File: src/design/ird_pkg.sv
// Package for the integer to radix digits formatter.
// Holds the shared widths, ASCII codes and the digit to character mapping.
// No dependencies.
package ird_pkg;

  localparam int DEFAULT_VALUE_WIDTH = 32;
  localparam int RADIX_W = 6;
  localparam int CHAR_W = 7;

  localparam logic [RADIX_W-1:0] RADIX_MIN = RADIX_W'(2);
  localparam logic [RADIX_W-1:0] RADIX_MAX = RADIX_W'(36);
  localparam logic [RADIX_W-1:0] DECIMAL_DIGITS = RADIX_W'(10);

  localparam logic [CHAR_W-1:0] CHAR_ZERO = CHAR_W'(48);
  localparam logic [CHAR_W-1:0] CHAR_A = CHAR_W'(97);
  localparam logic [CHAR_W-1:0] CHAR_MINUS = CHAR_W'(45);

  typedef logic [RADIX_W-1:0] radix_t;
  typedef logic [CHAR_W-1:0] char_t;

  function automatic char_t digit_char(input radix_t d);
    if (d < DECIMAL_DIGITS) begin
      return CHAR_ZERO + CHAR_W'(d);
    end
    return CHAR_A + CHAR_W'(d - DECIMAL_DIGITS);
  endfunction

endpackage

File: src/design/integer_to_radix_digits.sv
// Formats a signed integer as ASCII text in a base from 2 to 36, one character per result.
// Each digit comes from one division in the bit-serial divider. After the last one, the minus sign
// is sent from S_SIGN when negative, and each digit then passes S_LOAD and S_OUT. While busy is high
// a new start is ignored; the next request is accepted once the controller is back in idle.
// Results appear for one cycle each and the receiver cannot stall them.
// Synchronous reset returns the controller to idle; it uses ird_pkg and ird_serial_div.
module integer_to_radix_digits #(
  parameter int VALUE_WIDTH = ird_pkg::DEFAULT_VALUE_WIDTH
) (
  input  logic                   clk,
  input  logic                   rst,
  input  logic                   start,
  output logic                   busy,
  input  logic [VALUE_WIDTH-1:0] value,
  input  ird_pkg::radix_t        radix,
  output logic                   strobe,
  output ird_pkg::char_t         text_char,
  output logic                   is_last
);
  import ird_pkg::*;

  localparam int AW = $clog2(VALUE_WIDTH);
  localparam int ST_W = 3;
  localparam logic [ST_W-1:0] S_IDLE = 3'd0;
  localparam logic [ST_W-1:0] S_DIV = 3'd1;
  localparam logic [ST_W-1:0] S_SIGN = 3'd2;
  localparam logic [ST_W-1:0] S_LOAD = 3'd3;
  localparam logic [ST_W-1:0] S_OUT = 3'd4;

  logic [ST_W-1:0]        state;
  logic [ST_W-1:0]        state_next;
  logic                   neg;
  radix_t                 base;
  radix_t                 base_in;
  logic [AW-1:0]          count;
  logic [AW-1:0]          ptr;
  logic [VALUE_WIDTH-1:0] magnitude;
  logic                   div_load;
  logic [VALUE_WIDTH-1:0] div_dividend;
  logic                   div_done;
  logic [VALUE_WIDTH-1:0] div_quotient;
  radix_t                 div_remainder;
  logic                   accept;
  logic                   quotient_zero;
  char_t                  digit_mem [VALUE_WIDTH];
  char_t                  rd_data;

  assign accept = start && (state == S_IDLE);
  assign busy = state != S_IDLE;
  assign magnitude = value[VALUE_WIDTH-1] ? (~value + VALUE_WIDTH'(1)) : value;
  assign quotient_zero = div_quotient == '0;

  always_comb begin
    if (radix < RADIX_MIN) begin
      base_in = RADIX_MIN;
    end else if (radix > RADIX_MAX) begin
      base_in = RADIX_MAX;
    end else begin
      base_in = radix;
    end
  end

  assign div_load = accept || ((state == S_DIV) && div_done && !quotient_zero);
  assign div_dividend = (state == S_IDLE) ? magnitude : div_quotient;

  ird_serial_div #(
    .VALUE_WIDTH(VALUE_WIDTH)
  ) u_div (
    .clk(clk),
    .rst(rst),
    .load(div_load),
    .dividend(div_dividend),
    .divisor((state == S_IDLE) ? base_in : base),
    .done(div_done),
    .quotient(div_quotient),
    .remainder(div_remainder)
  );

  always_comb begin
    state_next = state;
    unique case (state)
      S_IDLE: begin
        if (start) state_next = S_DIV;
      end
      S_DIV: begin
        if (div_done && quotient_zero) state_next = neg ? S_SIGN : S_LOAD;
      end
      S_SIGN: state_next = S_LOAD;
      S_LOAD: state_next = S_OUT;
      S_OUT: begin
        state_next = (ptr == '0) ? S_IDLE : S_LOAD;
      end
      default: state_next = S_IDLE;
    endcase
  end

  always_ff @(posedge clk) begin
    if (rst) begin
      state <= S_IDLE;
      count <= '0;
      ptr <= '0;
    end else begin
      state <= state_next;
      if (accept) begin
        count <= '0;
      end else if ((state == S_DIV) && div_done) begin
        count <= count + AW'(1);
        if (quotient_zero) ptr <= count;
      end else if ((state == S_OUT) && (ptr != '0)) begin
        ptr <= ptr - AW'(1);
      end
    end
  end

  always_ff @(posedge clk) begin
    if (accept) begin
      neg <= value[VALUE_WIDTH-1];
      base <= base_in;
    end
  end

  always_ff @(posedge clk) begin
    if ((state == S_DIV) && div_done) begin
      digit_mem[count] <= digit_char(div_remainder);
    end
  end

  always_ff @(posedge clk) begin
    rd_data <= digit_mem[ptr];
  end

  assign strobe = (state == S_SIGN) || (state == S_OUT);
  assign text_char = (state == S_SIGN) ? CHAR_MINUS : rd_data;
  assign is_last = (state == S_OUT) && (ptr == '0);

endmodule

File: src/design/ird_serial_div.sv
// Bit-serial restoring divider: one quotient bit per cycle, remainder below the radix.
// Depends on ird_pkg for the radix width.
module ird_serial_div #(
  parameter int VALUE_WIDTH = ird_pkg::DEFAULT_VALUE_WIDTH
) (
  input  logic                   clk,
  input  logic                   rst,
  input  logic                   load,
  input  logic [VALUE_WIDTH-1:0] dividend,
  input  ird_pkg::radix_t        divisor,
  output logic                   done,
  output logic [VALUE_WIDTH-1:0] quotient,
  output ird_pkg::radix_t        remainder
);
  import ird_pkg::*;

  localparam int CNT_W = $clog2(VALUE_WIDTH);
  localparam logic [CNT_W-1:0] LAST_BIT = CNT_W'(VALUE_WIDTH - 1);

  logic             running;
  logic [CNT_W-1:0] bit_count;
  logic [RADIX_W:0] trial;
  logic             fits;

  assign trial = {remainder, quotient[VALUE_WIDTH-1]};
  assign fits = trial >= {1'b0, divisor};

  always_ff @(posedge clk) begin
    if (rst) begin
      running <= 1'b0;
      done <= 1'b0;
      bit_count <= '0;
    end else begin
      done <= 1'b0;
      if (load) begin
        running <= 1'b1;
        bit_count <= '0;
      end else if (running) begin
        bit_count <= bit_count + CNT_W'(1);
        if (bit_count == LAST_BIT) begin
          running <= 1'b0;
          done <= 1'b1;
        end
      end
    end
  end

  always_ff @(posedge clk) begin
    if (load) begin
      quotient <= dividend;
      remainder <= '0;
    end else if (running) begin
      quotient <= {quotient[VALUE_WIDTH-2:0], fits};
      remainder <= fits ? RADIX_W'(trial - {1'b0, divisor}) : trial[RADIX_W-1:0];
    end
  end

endmodule
File: config.mk
export PLATFORM = sky130hd
export DESIGN_NAME = integer_to_radix_digits
export DESIGN_NICKNAME = d
export VERILOG_FILES = /design/src/design/ird_pkg.sv /design/src/design/integer_to_radix_digits.sv /design/src/design/ird_serial_div.sv
export SDC_FILE = /design/constraint.sdc
export NUM_CORES = 1
export LEC_CHECK = 0
export BUFFER_PORTS_ARGS = -buffer_cell sky130_fd_sc_hd__buf_4
export CAP_MARGIN = 40
export CORE_UTILIZATION = 60
export DETAILED_ROUTE_END_ITERATION = 7
export PLACE_DENSITY_LB_ADDON = 0.05
export SETUP_SLACK_MARGIN = 0.15
export SLEW_MARGIN = 20
export SYNTH_ARGS = -nofsm -noshare
export SYNTH_HDL_FRONTEND = slang
export SYNTH_SLANG_ARGS = --single-unit
File: constraint.sdc
create_clock -name clk -period 6.7 [get_ports clk]
set_clock_uncertainty 0.15 [all_clocks]
set_input_delay 0.335 -clock clk [delete_from_list [all_inputs] [get_ports clk]]
set_output_delay 0.335 -clock clk [all_outputs]
set_load 0.01 [all_outputs]
Yosys cells after proc, flatten, opt, wreduce, memory -nomap -nowiden
Memory sizes are Yosys's and may differ from the RTL's. A register that Yosys moved wholly into a read port is not among the register bits.
Index checks and enable logic that the tools add are counted.
{"block": "word_totals", "regBits": 65, "output_inout_bits": 10, "ramBits": 224, "inputBits": 41, "n_memories": 1, "word_cells": 85}
{"name": "digit_mem", "words": 32, "width": 7, "rd": 1, "rd_clocked_by_memory_dff": 1, "wr": 1, "line_no": "integer_to_radix_digits.sv:45", "rtl": "char_t digit_mem [VALUE_WIDTH];"}
{"block": "classes", "magnitude_cmp": 4, "add_sub_neg": 8, "eq_ne": 9, "n_mux": 28, "n_reduce_logical": 22, "bitwise_logic": 3}
{"op": "two-way mux 32 bit", "count": 4}
{"op": "adder 32 x 1 -> 32 bit (second input constant)", "count": 1}
{"op": "logical NOT 32 bit", "count": 1}
{"op": "NOT 32 bit", "count": 1}
{"op": "two-way mux 7 bit", "count": 4}
{"op": "two-way mux 6 bit", "count": 4}
{"op": "two-way mux 5 bit", "count": 3}
{"op": "case mux 3 bit (5 select lines)", "count": 1}
{"op": "adder 5 x 1 -> 5 bit (second input constant)", "count": 2}
{"op": "two-way mux 1 bit", "count": 9}
{"op": "adder 6 x 6 -> 7 bit (first input constant)", "count": 1}
{"op": "adder 7 bit (first input constant)", "count": 1}
{"op": "greater-or-equal comparator 7 x 6 -> 1 bit", "count": 1}
{"op": "subtractor 6 x 4 -> 7 bit (second input constant)", "count": 1}
{"op": "== test 3 x 2 -> 1 bit (second input constant)", "count": 2}
{"op": "> comparator 6 bit (second input constant)", "count": 1}
{"op": "logical AND 1 bit", "count": 6}
{"op": "< comparator 6 x 2 -> 1 bit (second input constant)", "count": 1}
{"op": "< comparator 6 x 4 -> 1 bit (second input constant)", "count": 1}
{"op": "two-way mux 3 bit", "count": 2}
{"op": "subtractor 6 bit", "count": 1}
{"op": "== test 5 bit (second input constant)", "count": 1}
{"op": "logical NOT 5 bit", "count": 1}
{"op": "nonzero test 5 bit", "count": 1}
{"op": "other kinds (16)", "count": 23}

Longest topological paths before layout
Gate-level depths: netlist of run 1.
{"block": "logic_depth", "ltp_word": 7, "ltp_mapped": 13, "mapped_depth_nobuf": 13}

By module
Synthesis of run 1 repeated with hierarchy kept, for this count alone.
{"block": "hier_totals", "cells_unflattened": 928, "area_unflattened_um2": 13511.7}
{"module": "integer_to_radix_digits", "seq_area_each_um2": 7337.0, "cells_each": 754, "area_per_inst_um2": 11295.8, "instances": 1}
{"module": "ird_serial_div", "seq_area_each_um2": 1221.2, "cells_each": 174, "area_per_inst_um2": 2215.9, "instances": 1}

Worst setup path before layout of run 1
OpenSTA, ideal clock, no wires.
{"block": "synth_timing", "kind": "reg-to-reg", "startpoint": "reg state[2]", "endpoint": "reg u_div.quotient[0], enable pin", "setup_time_ps": 432, "t_arrival_ps": 2955, "setup_slack_ps": 3163, "path_buffers": 2, "synth_period_minus_slack_ps": 3537, "required_time_ps": 6118, "stages_incl_launch_ff": 6, "cell_sequence": "dfxtp_1 > buf_2 > nor3_2 > nand2_1 > clkbuf_1 > a21oi_1"}
{"block": "synth_via", "elab_chain_cells": 6, "elab_cells_between_ends": 9, "cone_classes": "2 x eq/ne; 7 x reduce/logical"}
{"item": "start: declaration", "line_no": "integer_to_radix_digits.sv:30", "rtl": "logic [ST_W-1:0] state;"}
{"item": "start signal: assignment", "line_no": "integer_to_radix_digits.sv:103", "rtl": "state <= state_next;"}
{"item": "== test 3 x 1 -> 1 bit", "line_no": "integer_to_radix_digits.sv:63", "rtl": "assign div_load = accept || ((state == S_DIV) && div_done && !quotient_zero);"}
{"item": "logical AND 1 bit (2 in a row)", "line_no": "integer_to_radix_digits.sv:63"}
{"item": "logical OR 1 bit", "line_no": "integer_to_radix_digits.sv:63"}
{"item": "!= test 2 x 1 -> 1 bit (no line) or nonzero test 2 bit (tied branches)"}
{"item": "AND reduction 2 bit (no line) (*)"}
{"item": "end signal: assignment", "line_no": "ird_serial_div.sv:50", "rtl": "quotient <= dividend;"}
{"item": "end signal: assignment", "line_no": "ird_serial_div.sv:53", "rtl": "quotient <= {quotient[VALUE_WIDTH-2:0], fits};"}
{"item": "end: declaration", "line_no": "ird_serial_div.sv:12", "rtl": "output logic [VALUE_WIDTH-1:0] quotient,"}
Every way passes the cells marked *; elsewhere a longest branch is shown, timed or not.
A chain may end at the register's enable or synchronous reset.

Worst setup path after layout of run 1
{"block": "layout_timing", "startpoint": "reg ptr[0]", "endpoint": "out is_last"}
{"block": "layout_via", "elab_chain_cells": 2}
{"item": "start: declaration", "line_no": "integer_to_radix_digits.sv:36", "rtl": "logic [AW-1:0] ptr;"}
{"item": "start signal: assignment", "line_no": "integer_to_radix_digits.sv:108", "rtl": "if (quotient_zero) ptr <= count;"}
{"item": "start signal: assignment", "line_no": "integer_to_radix_digits.sv:110", "rtl": "ptr <= ptr - AW'(1);"}
{"item": "logical NOT 5 bit", "line_no": "integer_to_radix_digits.sv:134", "rtl": "assign is_last = (state == S_OUT) && (ptr == '0);"}
{"item": "logical AND 1 bit", "line_no": "integer_to_radix_digits.sv:134"}
{"item": "end: declaration", "line_no": "integer_to_radix_digits.sv:18", "rtl": "output logic is_last"}
No other way between the ends.

==> results of run 1 <==
==> worst max path at each step <==
stage | from | endpoint | slack (ns) | depth (start not counted)
after global routing | ptr[0]$_SDFFE_PP0P_ | is_last | 2.99 | 6
after detailed placement | state[2]$_SDFFE_PP0P_ | u_div.quotient[0]$_DFFE_PP_ | 3.50 | 5
after global placement | state[2]$_SDFFE_PP0P_ | u_div.quotient[0]$_DFFE_PP_ | 3.63 | 8
final | ptr[0]$_SDFFE_PP0P_ | is_last | 3.14 | 6
after CTS | ptr[0]$_SDFFE_PP0P_ | is_last | 3.12 | 6
after floorplan | state[2]$_SDFFE_PP0P_ | u_div.quotient[0]$_DFFE_PP_ | 3.16 | 5
==> cell usage in the layout (no fill, tap or decap), types with 19 or more instances in the layout <==
| master | netlist | routed |
|---|---|---|
| inv_1 | 19 | 19 |
| mux4_2 | 70 | 70 |
| clkbuf_16 | 0 | 29 |
| mux2_2 | 21 | 21 |
| edfxtp_1 | 263 | 263 |
| nor2_1 | 65 | 65 |
| buf_4 | 0 | 61 |
| o21ai_0 | 25 | 24 |
| nand2_1 | 32 | 32 |
| dfxtp_1 | 33 | 30 |
| xnor2_1 | 27 | 24 |
==> sequential cells by signal, indices dropped and copies added, names as in the netlist <==
name	flops
base	6
u_div.remainder	6
neg	1
u_div.running	1
digit_mem	224
u_div.done	1
rd_data	7
u_div.bit_count	5
ptr	5
state	3
u_div.quotient	32
count	5
==> through the flow <==
step	cell area [µm²]	instances	setup slack, ns	hold WS, ns	power (µW)
2_1_floorplan	13130	816	3.163	0.2839	3315
3_3_place_gp	13790	1113	3.632	0.3303	3748
3_5_place_dp	13810	1114	3.498	0.3429	3811
4_1_cts	14740	1173	3.118	0.003331	5295
5_1_grt	14740	1173	2.992	0.001073	5479
6_report	14740	1173	3.139	0.02448	5265
==> metal layers <==
metal / up-vias / track usage [%] / wire length [µm]
li1: 3350 / - / -
met1: 3735 / 34.27 / 11120
met2: 269 / 43.06 / 13630
met3: 45 / 2.866 / 1355
met4: 0 / 7.626 / 628
met5: - / 0 / 0
==> what timing repair did <==
action	4_1_cts	5_1_grt
endpoints found under the hold margin	15	0
hold buffers	6	0
endpoints found under the setup margin	0	0
==> layout make-up <==
cell class	instances	area share [%]
clock inverters	12	0.5856
well taps	275	2.334
clock buffers	41	5.296
repair buffers	68	3.616
inverters	20	0.5093
multi-input cells	461	29.56
flip-flops and latches	296	58.10
==> cells by family after synthesis <==
| group | count (synthesis) |
|---|---|
| DFF | 296 |
| and+or+nand+nor | 202 |
| muxes | 105 |
| AOI/OAI and AO/OA | 94 |
| buffers and inverters | 59 |
| xor gates and xnor gates | 40 |
| adders and majority gates | 20 |
==> critical path, delay by kind of cell (launching register included) <==
family / cells / cell delay [ns]
flops: 1 / 0.52
buf+inv: 3 / 0.77
fa+ha+maj: 1 / 0.22
simple gates: 2 / 0.99
==> power by group through the flow <==
stage	Combinational [µW]	Clock [µW]	Sequential, µW
detailed placement	1100	0	2710
floorplan	620	0	2700
global route	1210	1590	2680
finish	1110	1490	2670
CTS	1110	1510	2670
global placement	1040	0	2700
==> flow_metrics.py, run 1 <==
metrics = {
    "status": {
        "status": "complete, no violations",
    },
    "timing": {
        "max_clock_freq_mhz": 280.9,
        "rsz0062_at_grt": "no",
        "worstMarginPinSlew_ns": 0.8287,
        "fin_tns_setup_ns": 0,
        "finalSetupViolCount": 0,
        "post-route-period-util_pct": 53.14,
        "post-route-min-period_ns": 3.561,
        "hold_viol": 0,
        "slew_violations": 0,
        "slew-limit-headroom_pct": 44.55,
    },
    "logic_synthesis": {
        "ys_ff_latch": 296,
        "ys_top_cells_by_count": "edfxtp_1, mux4_2, nor2_1",
        "synth_fa_ha_area_share_pct": 1.944,
        "yosys.area.top_type": "edfxtp_1",
        "synth_xor_area_share_pct": 2.668,
        "yosysWarningCount": 0,
        "yosys-top-cells-area": "edfxtp_1, mux4_2, dfxtp_1, nor2_1, mux2_2",
        "yosysSeqAreaShare_pct": 65.17,
        "syn_area_per_cell_um2": 16.09,
        "syn_nets": 876,
        "synth_edf_count": 263,
        "synth_top_area_share_pct": 60.14,
        "synthCells": 816,
        "synth_top_family_by_area": "multiplexers",
        "netlist_area_um2": 13130,
        "synth.distinct_cells": 68,
        "ys.flop_type": "edfxtp_1",
        "synth-compound-area-share_pct": 5.183,
        "synthMuxAreaShare_pct": 14.97,
        "synthSimpleGateAreaFrac_pct": 8.051,
        "yosysMostFrequentCell": "edfxtp_1",
        "async_flop_share_pct": 0,
    },
    "clock_tree": {
        "clock-sinks": 296,
        "tritoncts": "built",
        "clkTransAtPathRegs_ns": 0.06,
        "clockRootBuffer": "clkbuf_16",
        "clockBufferDepth": 3,
        "worst_skew_pair.late_latency_ns": 0.54,
        "cts.repair.resized": 0,
        "cts_setup_buffers": 0,
        "h-tree-depth": 1,
        "cts_made_buffers": 29,
    },
    "finish": {
        "multi_input_area_um2": 4358,
        "diodes": 0,
        "syn2layout_area_growth_pct": 12.26,
        "fill_cells": 1397,
        "drive_gt1_share_pct": 25.50,
        "final-seq-area_um2": 8564,
        "fin_util_pct": 69.47,
        "finish.net_count": 936,
    },
    "pwr": {
        "seqPwrFrac_pct": 50.7,
        "internal-power_uw": 3759,
        "powerDensity_nw_per_um2": 357.1,
        "power_leakage_uw": 0.004785,
        "sw_frac_of_total_pct": 28.60,
        "p_comb_share_pct": 21.0,
        "ir_drop_mv": 0.3338,
        "clkPwrFrac_pct": 28.3,
        "p_sw_uw": 1505,
    },
    "die": {
        "ios": 51,
        "dieArea_um2": 22480,
        "die_y_um": 149.9,
        "core_area_um2": 21220,
        "row_count": 53,
        "initial_core_util_pct": 61.88,
        "die_w_um": 149.9,
    },
    "global_route": {
        "grt_pass1_wl_um": 42400,
        "grt_max_degree": 33,
        "grt_remaining_overflow": 0,
        "grt_pass1_vias": 7595,
        "track_usage_pct": 25.22,
        "antenna_found_initial": 0,
    },
    "worst_hold_path": {
        "min_from": "value[30]",
        "hold_end": "u_div.quotient[31]$_DFFE_PP_",
        "hold_path_class": "in2reg",
        "hold_path_depth": 2,
    },
    "setup_path": {
        "cp_data_arrival_time_ns": 3.08,
        "crit-reg2reg-capture": "u_div.quotient[0]$_DFFE_PP_",
        "crit_fanout": 30,
        "r2r-start": "state[2]$_SDFFE_PP0P_",
        "worstPathCellList": "buf_4 -> inv_1 -> ha_1 -> or4b_2 -> nor2_1 -> buf_4",
        "cp.required_ns": 6.21,
        "r2r_cells": 5,
        "end_kind": "output port",
        "r2r_slack_ns": 3.46,
        "cpMostUsedCell": "buf_4",
        "max_stage_delay_ns": 0.67,
        "cpMaxStageDelayCell": "or4b_2",
        "critPathKind": "reg2out",
        "critPathLaunchType": "flip-flop",
    },
    "detailed_routing": {
        "wirelength_um": 26740,
        "drt-wirelength-per-cell_um": 22.80,
        "via_per_inst": 6.308,
        "first_iter_violations": 625,
        "num_vias": 7399,
        "ant_nets": 0,
        "drc": 0,
        "drtPass1Iterations": 5,
    },
    "place": {
        "hpwl_um": 17940,
        "routabilityCongestion": 0.8722,
        "io_buffers": 50,
    },
    "flow_run": {
        "cap_violations": 0,
    },
}
Power figures use the tool's default switching activity.
==> run 2, diff against run 1 <==
==> constraint.sdc (replaced) <==
create_clock -name clk -period 3.4 [get_ports clk]
set_clock_uncertainty 0.15 [all_clocks]
set_input_delay 0.17 -clock clk [delete_from_list [all_inputs] [get_ports clk]]
set_output_delay 0.17 -clock clk [all_outputs]
set_load 0.01 [all_outputs]
==> run 2 against run 1 <==
  * Power grew 100%
  * Worst hold slack gained 0.21 ns
  * Via count grew 1.9%
  * First-iteration DRC count shrank 22%
  * Sequential power grew 97%
  * Register-to-register slack lost 3.0 ns
  * Sequential cell count is the same
  * Design area grew 3.5%
  * Setup slack lost 2.8 ns
  * Die area is the same
  * Core utilization grew 2.4 points
  * Critical endpoint unchanged
==> flow_metrics.py, run 2 (synthesis gave the netlist of run 1 again) <==
metrics = {
    "global_route": {
        "grt_remaining_overflow": 0,
        "antenna_found_initial": 0,
        "grt_pass1_vias": 7819,
        "track_usage_pct": 25.58,
        "grt_max_degree": 58,
        "grt_pass1_wl_um": 43040,
    },
    "pwr": {
        "ir_drop_mv": 0.5060,
        "p_sw_uw": 2998,
        "powerDensity_nw_per_um2": 696.8,
        "sw_frac_of_total_pct": 28.20,
        "clkPwrFrac_pct": 29.8,
        "seqPwrFrac_pct": 49.5,
        "internal-power_uw": 7635,
        "p_comb_share_pct": 20.7,
        "power_leakage_uw": 0.005015,
    },
    "finish": {
        "layout_commonest_cell": "edfxtp_1",
        "final-seq-area_um2": 8563,
        "drive_gt1_share_pct": 25.24,
        "largest_reg_flops": 224,
        "top_register": "digit_mem",
        "multi_input_area_um2": 4359,
        "diodes": 0,
        "fill_cells": 1333,
        "top_regs": "digit_mem x224, u_div.quotient x32, rd_data x7",
        "syn2layout_area_growth_pct": 16.22,
        "final_cell_mix": "edfxtp_1, mux4_2, nor2_1, buf_4, dlygate4sd3_1",
        "finish.net_count": 979,
    },
    "detailed_routing": {
        "wirelength_um": 27240,
        "drt-wirelength-per-cell_um": 22.37,
        "num_vias": 7541,
        "via_per_inst": 6.191,
        "drtPass1Iterations": 5,
        "ant_nets": 0,
        "drc": 0,
        "first_iter_violations": 485,
    },
    "timing": {
        "post-route-min-period_ns": 3.023,
        "fin_ws_ns": 0.3771,
        "post-route-period-util_pct": 88.91,
        "worstMarginPinSlew_ns": 0.9057,
        "hold_viol": 0,
        "finalSetupViolCount": 0,
        "slew_violations": 0,
        "slew-limit-headroom_pct": 39.40,
        "max_clock_freq_mhz": 330.8,
        "rsz0062_at_grt": "no",
        "fin_tns_setup_ns": 0,
    },
    "setup_path": {
        "cp_data_arrival_time_ns": 2.70,
        "worstPathCellList": "inv_1 -> ha_1 -> or4b_2 -> nor2_1 -> buf_4",
        "critPathLaunchType": "flip-flop",
        "critical_path.top_delay_family": "simple AND/OR/NAND/NOR gates",
        "crit_buf_inv": 2,
        "critPathKind": "reg2out",
        "crit_fanout": 31,
        "cpMaxStageDelayCell": "or4b_2",
        "end_kind": "output port",
        "cp.required_ns": 3.08,
        "max_stage_delay_ns": 0.68,
    },
    "die": {
        "ios": 51,
        "core_area_um2": 21220,
        "die_y_um": 149.9,
        "die_w_um": 149.9,
        "row_count": 53,
        "dieArea_um2": 22480,
        "initial_core_util_pct": 61.88,
    },
    "status": {
        "status": "complete, no violations",
    },
    "clock_tree": {
        "worst_skew_pair.late_latency_ns": 0.55,
        "tritoncts": "built",
        "cts_setup_buffers": 0,
        "clockBufferDepth": 3,
        "clkTransAtPathRegs_ns": 0.06,
        "clockRootBuffer": "clkbuf_16",
        "clock-sinks": 296,
        "h-tree-depth": 1,
        "cts_made_buffers": 30,
    },
    "worst_hold_path": {
        "hold_path_class": "in2reg",
    },
    "flow_run": {
        "cap_violations": 0,
    },
    "place": {
        "hpwl_um": 17290,
        "dp_slack_ns": 0.2891,
        "io_buffers": 50,
        "routabilityCongestion": 0.8549,
    },
}
[run 2: worst register-to-register path, delay by kind of cell (launching register included)]
family,cells,cell delay (ns)
and+or+nand+nor,3,0.69
AOI/OAI and AO/OA,2,0.55
muxes,2,0.63
adders and majority gates,1,0.30
DFF,1,0.40
[run 2: layout make-up]
type / count / share of cell area, %
Clock buffer: 49 / 5.854
Sequential cell: 296 / 56.11
Inverter: 20 / 0.4919
Tap cell: 275 / 2.255
Timing Repair Buffer: 110 / 6.313
Multi-Input combinational cell: 461 / 28.56
Clock inverter: 7 / 0.4099
[run 2: stage by stage]
step | power, µW | util, % | hold WS (ns) | cell area [µm²] | cells
CTS | 10670 | 71.82 | 0.2226 | 15240 | 1217
detailed placement | 7510 | 65.33 | 0.2470 | 13860 | 1119
floorplan | 6532 | - | 0.1189 | 13140 | 816
global route | 11060 | 71.92 | 0.2297 | 15260 | 1218
finish | 10630 | 71.92 | 0.2388 | 15260 | 1218
global placement | 7340 | 65.33 | 0.2415 | 13860 | 1119
[run 2: repair_timing]
| action | in CTS | in global routing |
|---|---|---|
| resized for setup | 0 | 1 |
| setup endpoints to repair | 0 | 1 |
| hold buffers | 42 | 0 |
| hold endpoints to repair | 48 | 0 |
[run 2: path summary, 6_finish.rpt]
kind	to	from	slack (ns)	cells after the start
max reg2reg	u_div.quotient[0]$_DFFE_PP_	state[0]$_SDFFE_PP0P_	0.43	8
min reg2reg	u_div.bit_count[4]$_SDFFE_PP0P_	u_div.bit_count[4]$_SDFFE_PP0P_	0.38	2
min	base[5]$_DFFE_PP_	radix[5]	0.24	2
max	is_last	ptr[1]$_SDFFE_PP0P_	0.38	5
[run 2: layer usage]
layer | vias up | part of all wire (%) | global-route usage (%)
met5 | - | 0 | 0
met1 | 3811 | 42 | 34.39
met3 | 39 | 5.5 | 3.689
met2 | 257 | 51 | 44.07
met4 | 0 | 1.6 | 6.364
li1 | 3434 | - | -
[run 2: power groups by stage]
stage / Sequential, µW / Clock (µW) / Combinational (µW)
after floorplan: 5310 / 0 / 1220
after global placement: 5320 / 0 / 2020
after detailed placement: 5330 / 0 / 2180
after CTS: 5260 / 3190 / 2220
after global routing: 5280 / 3360 / 2420
final: 5260 / 3170 / 2200
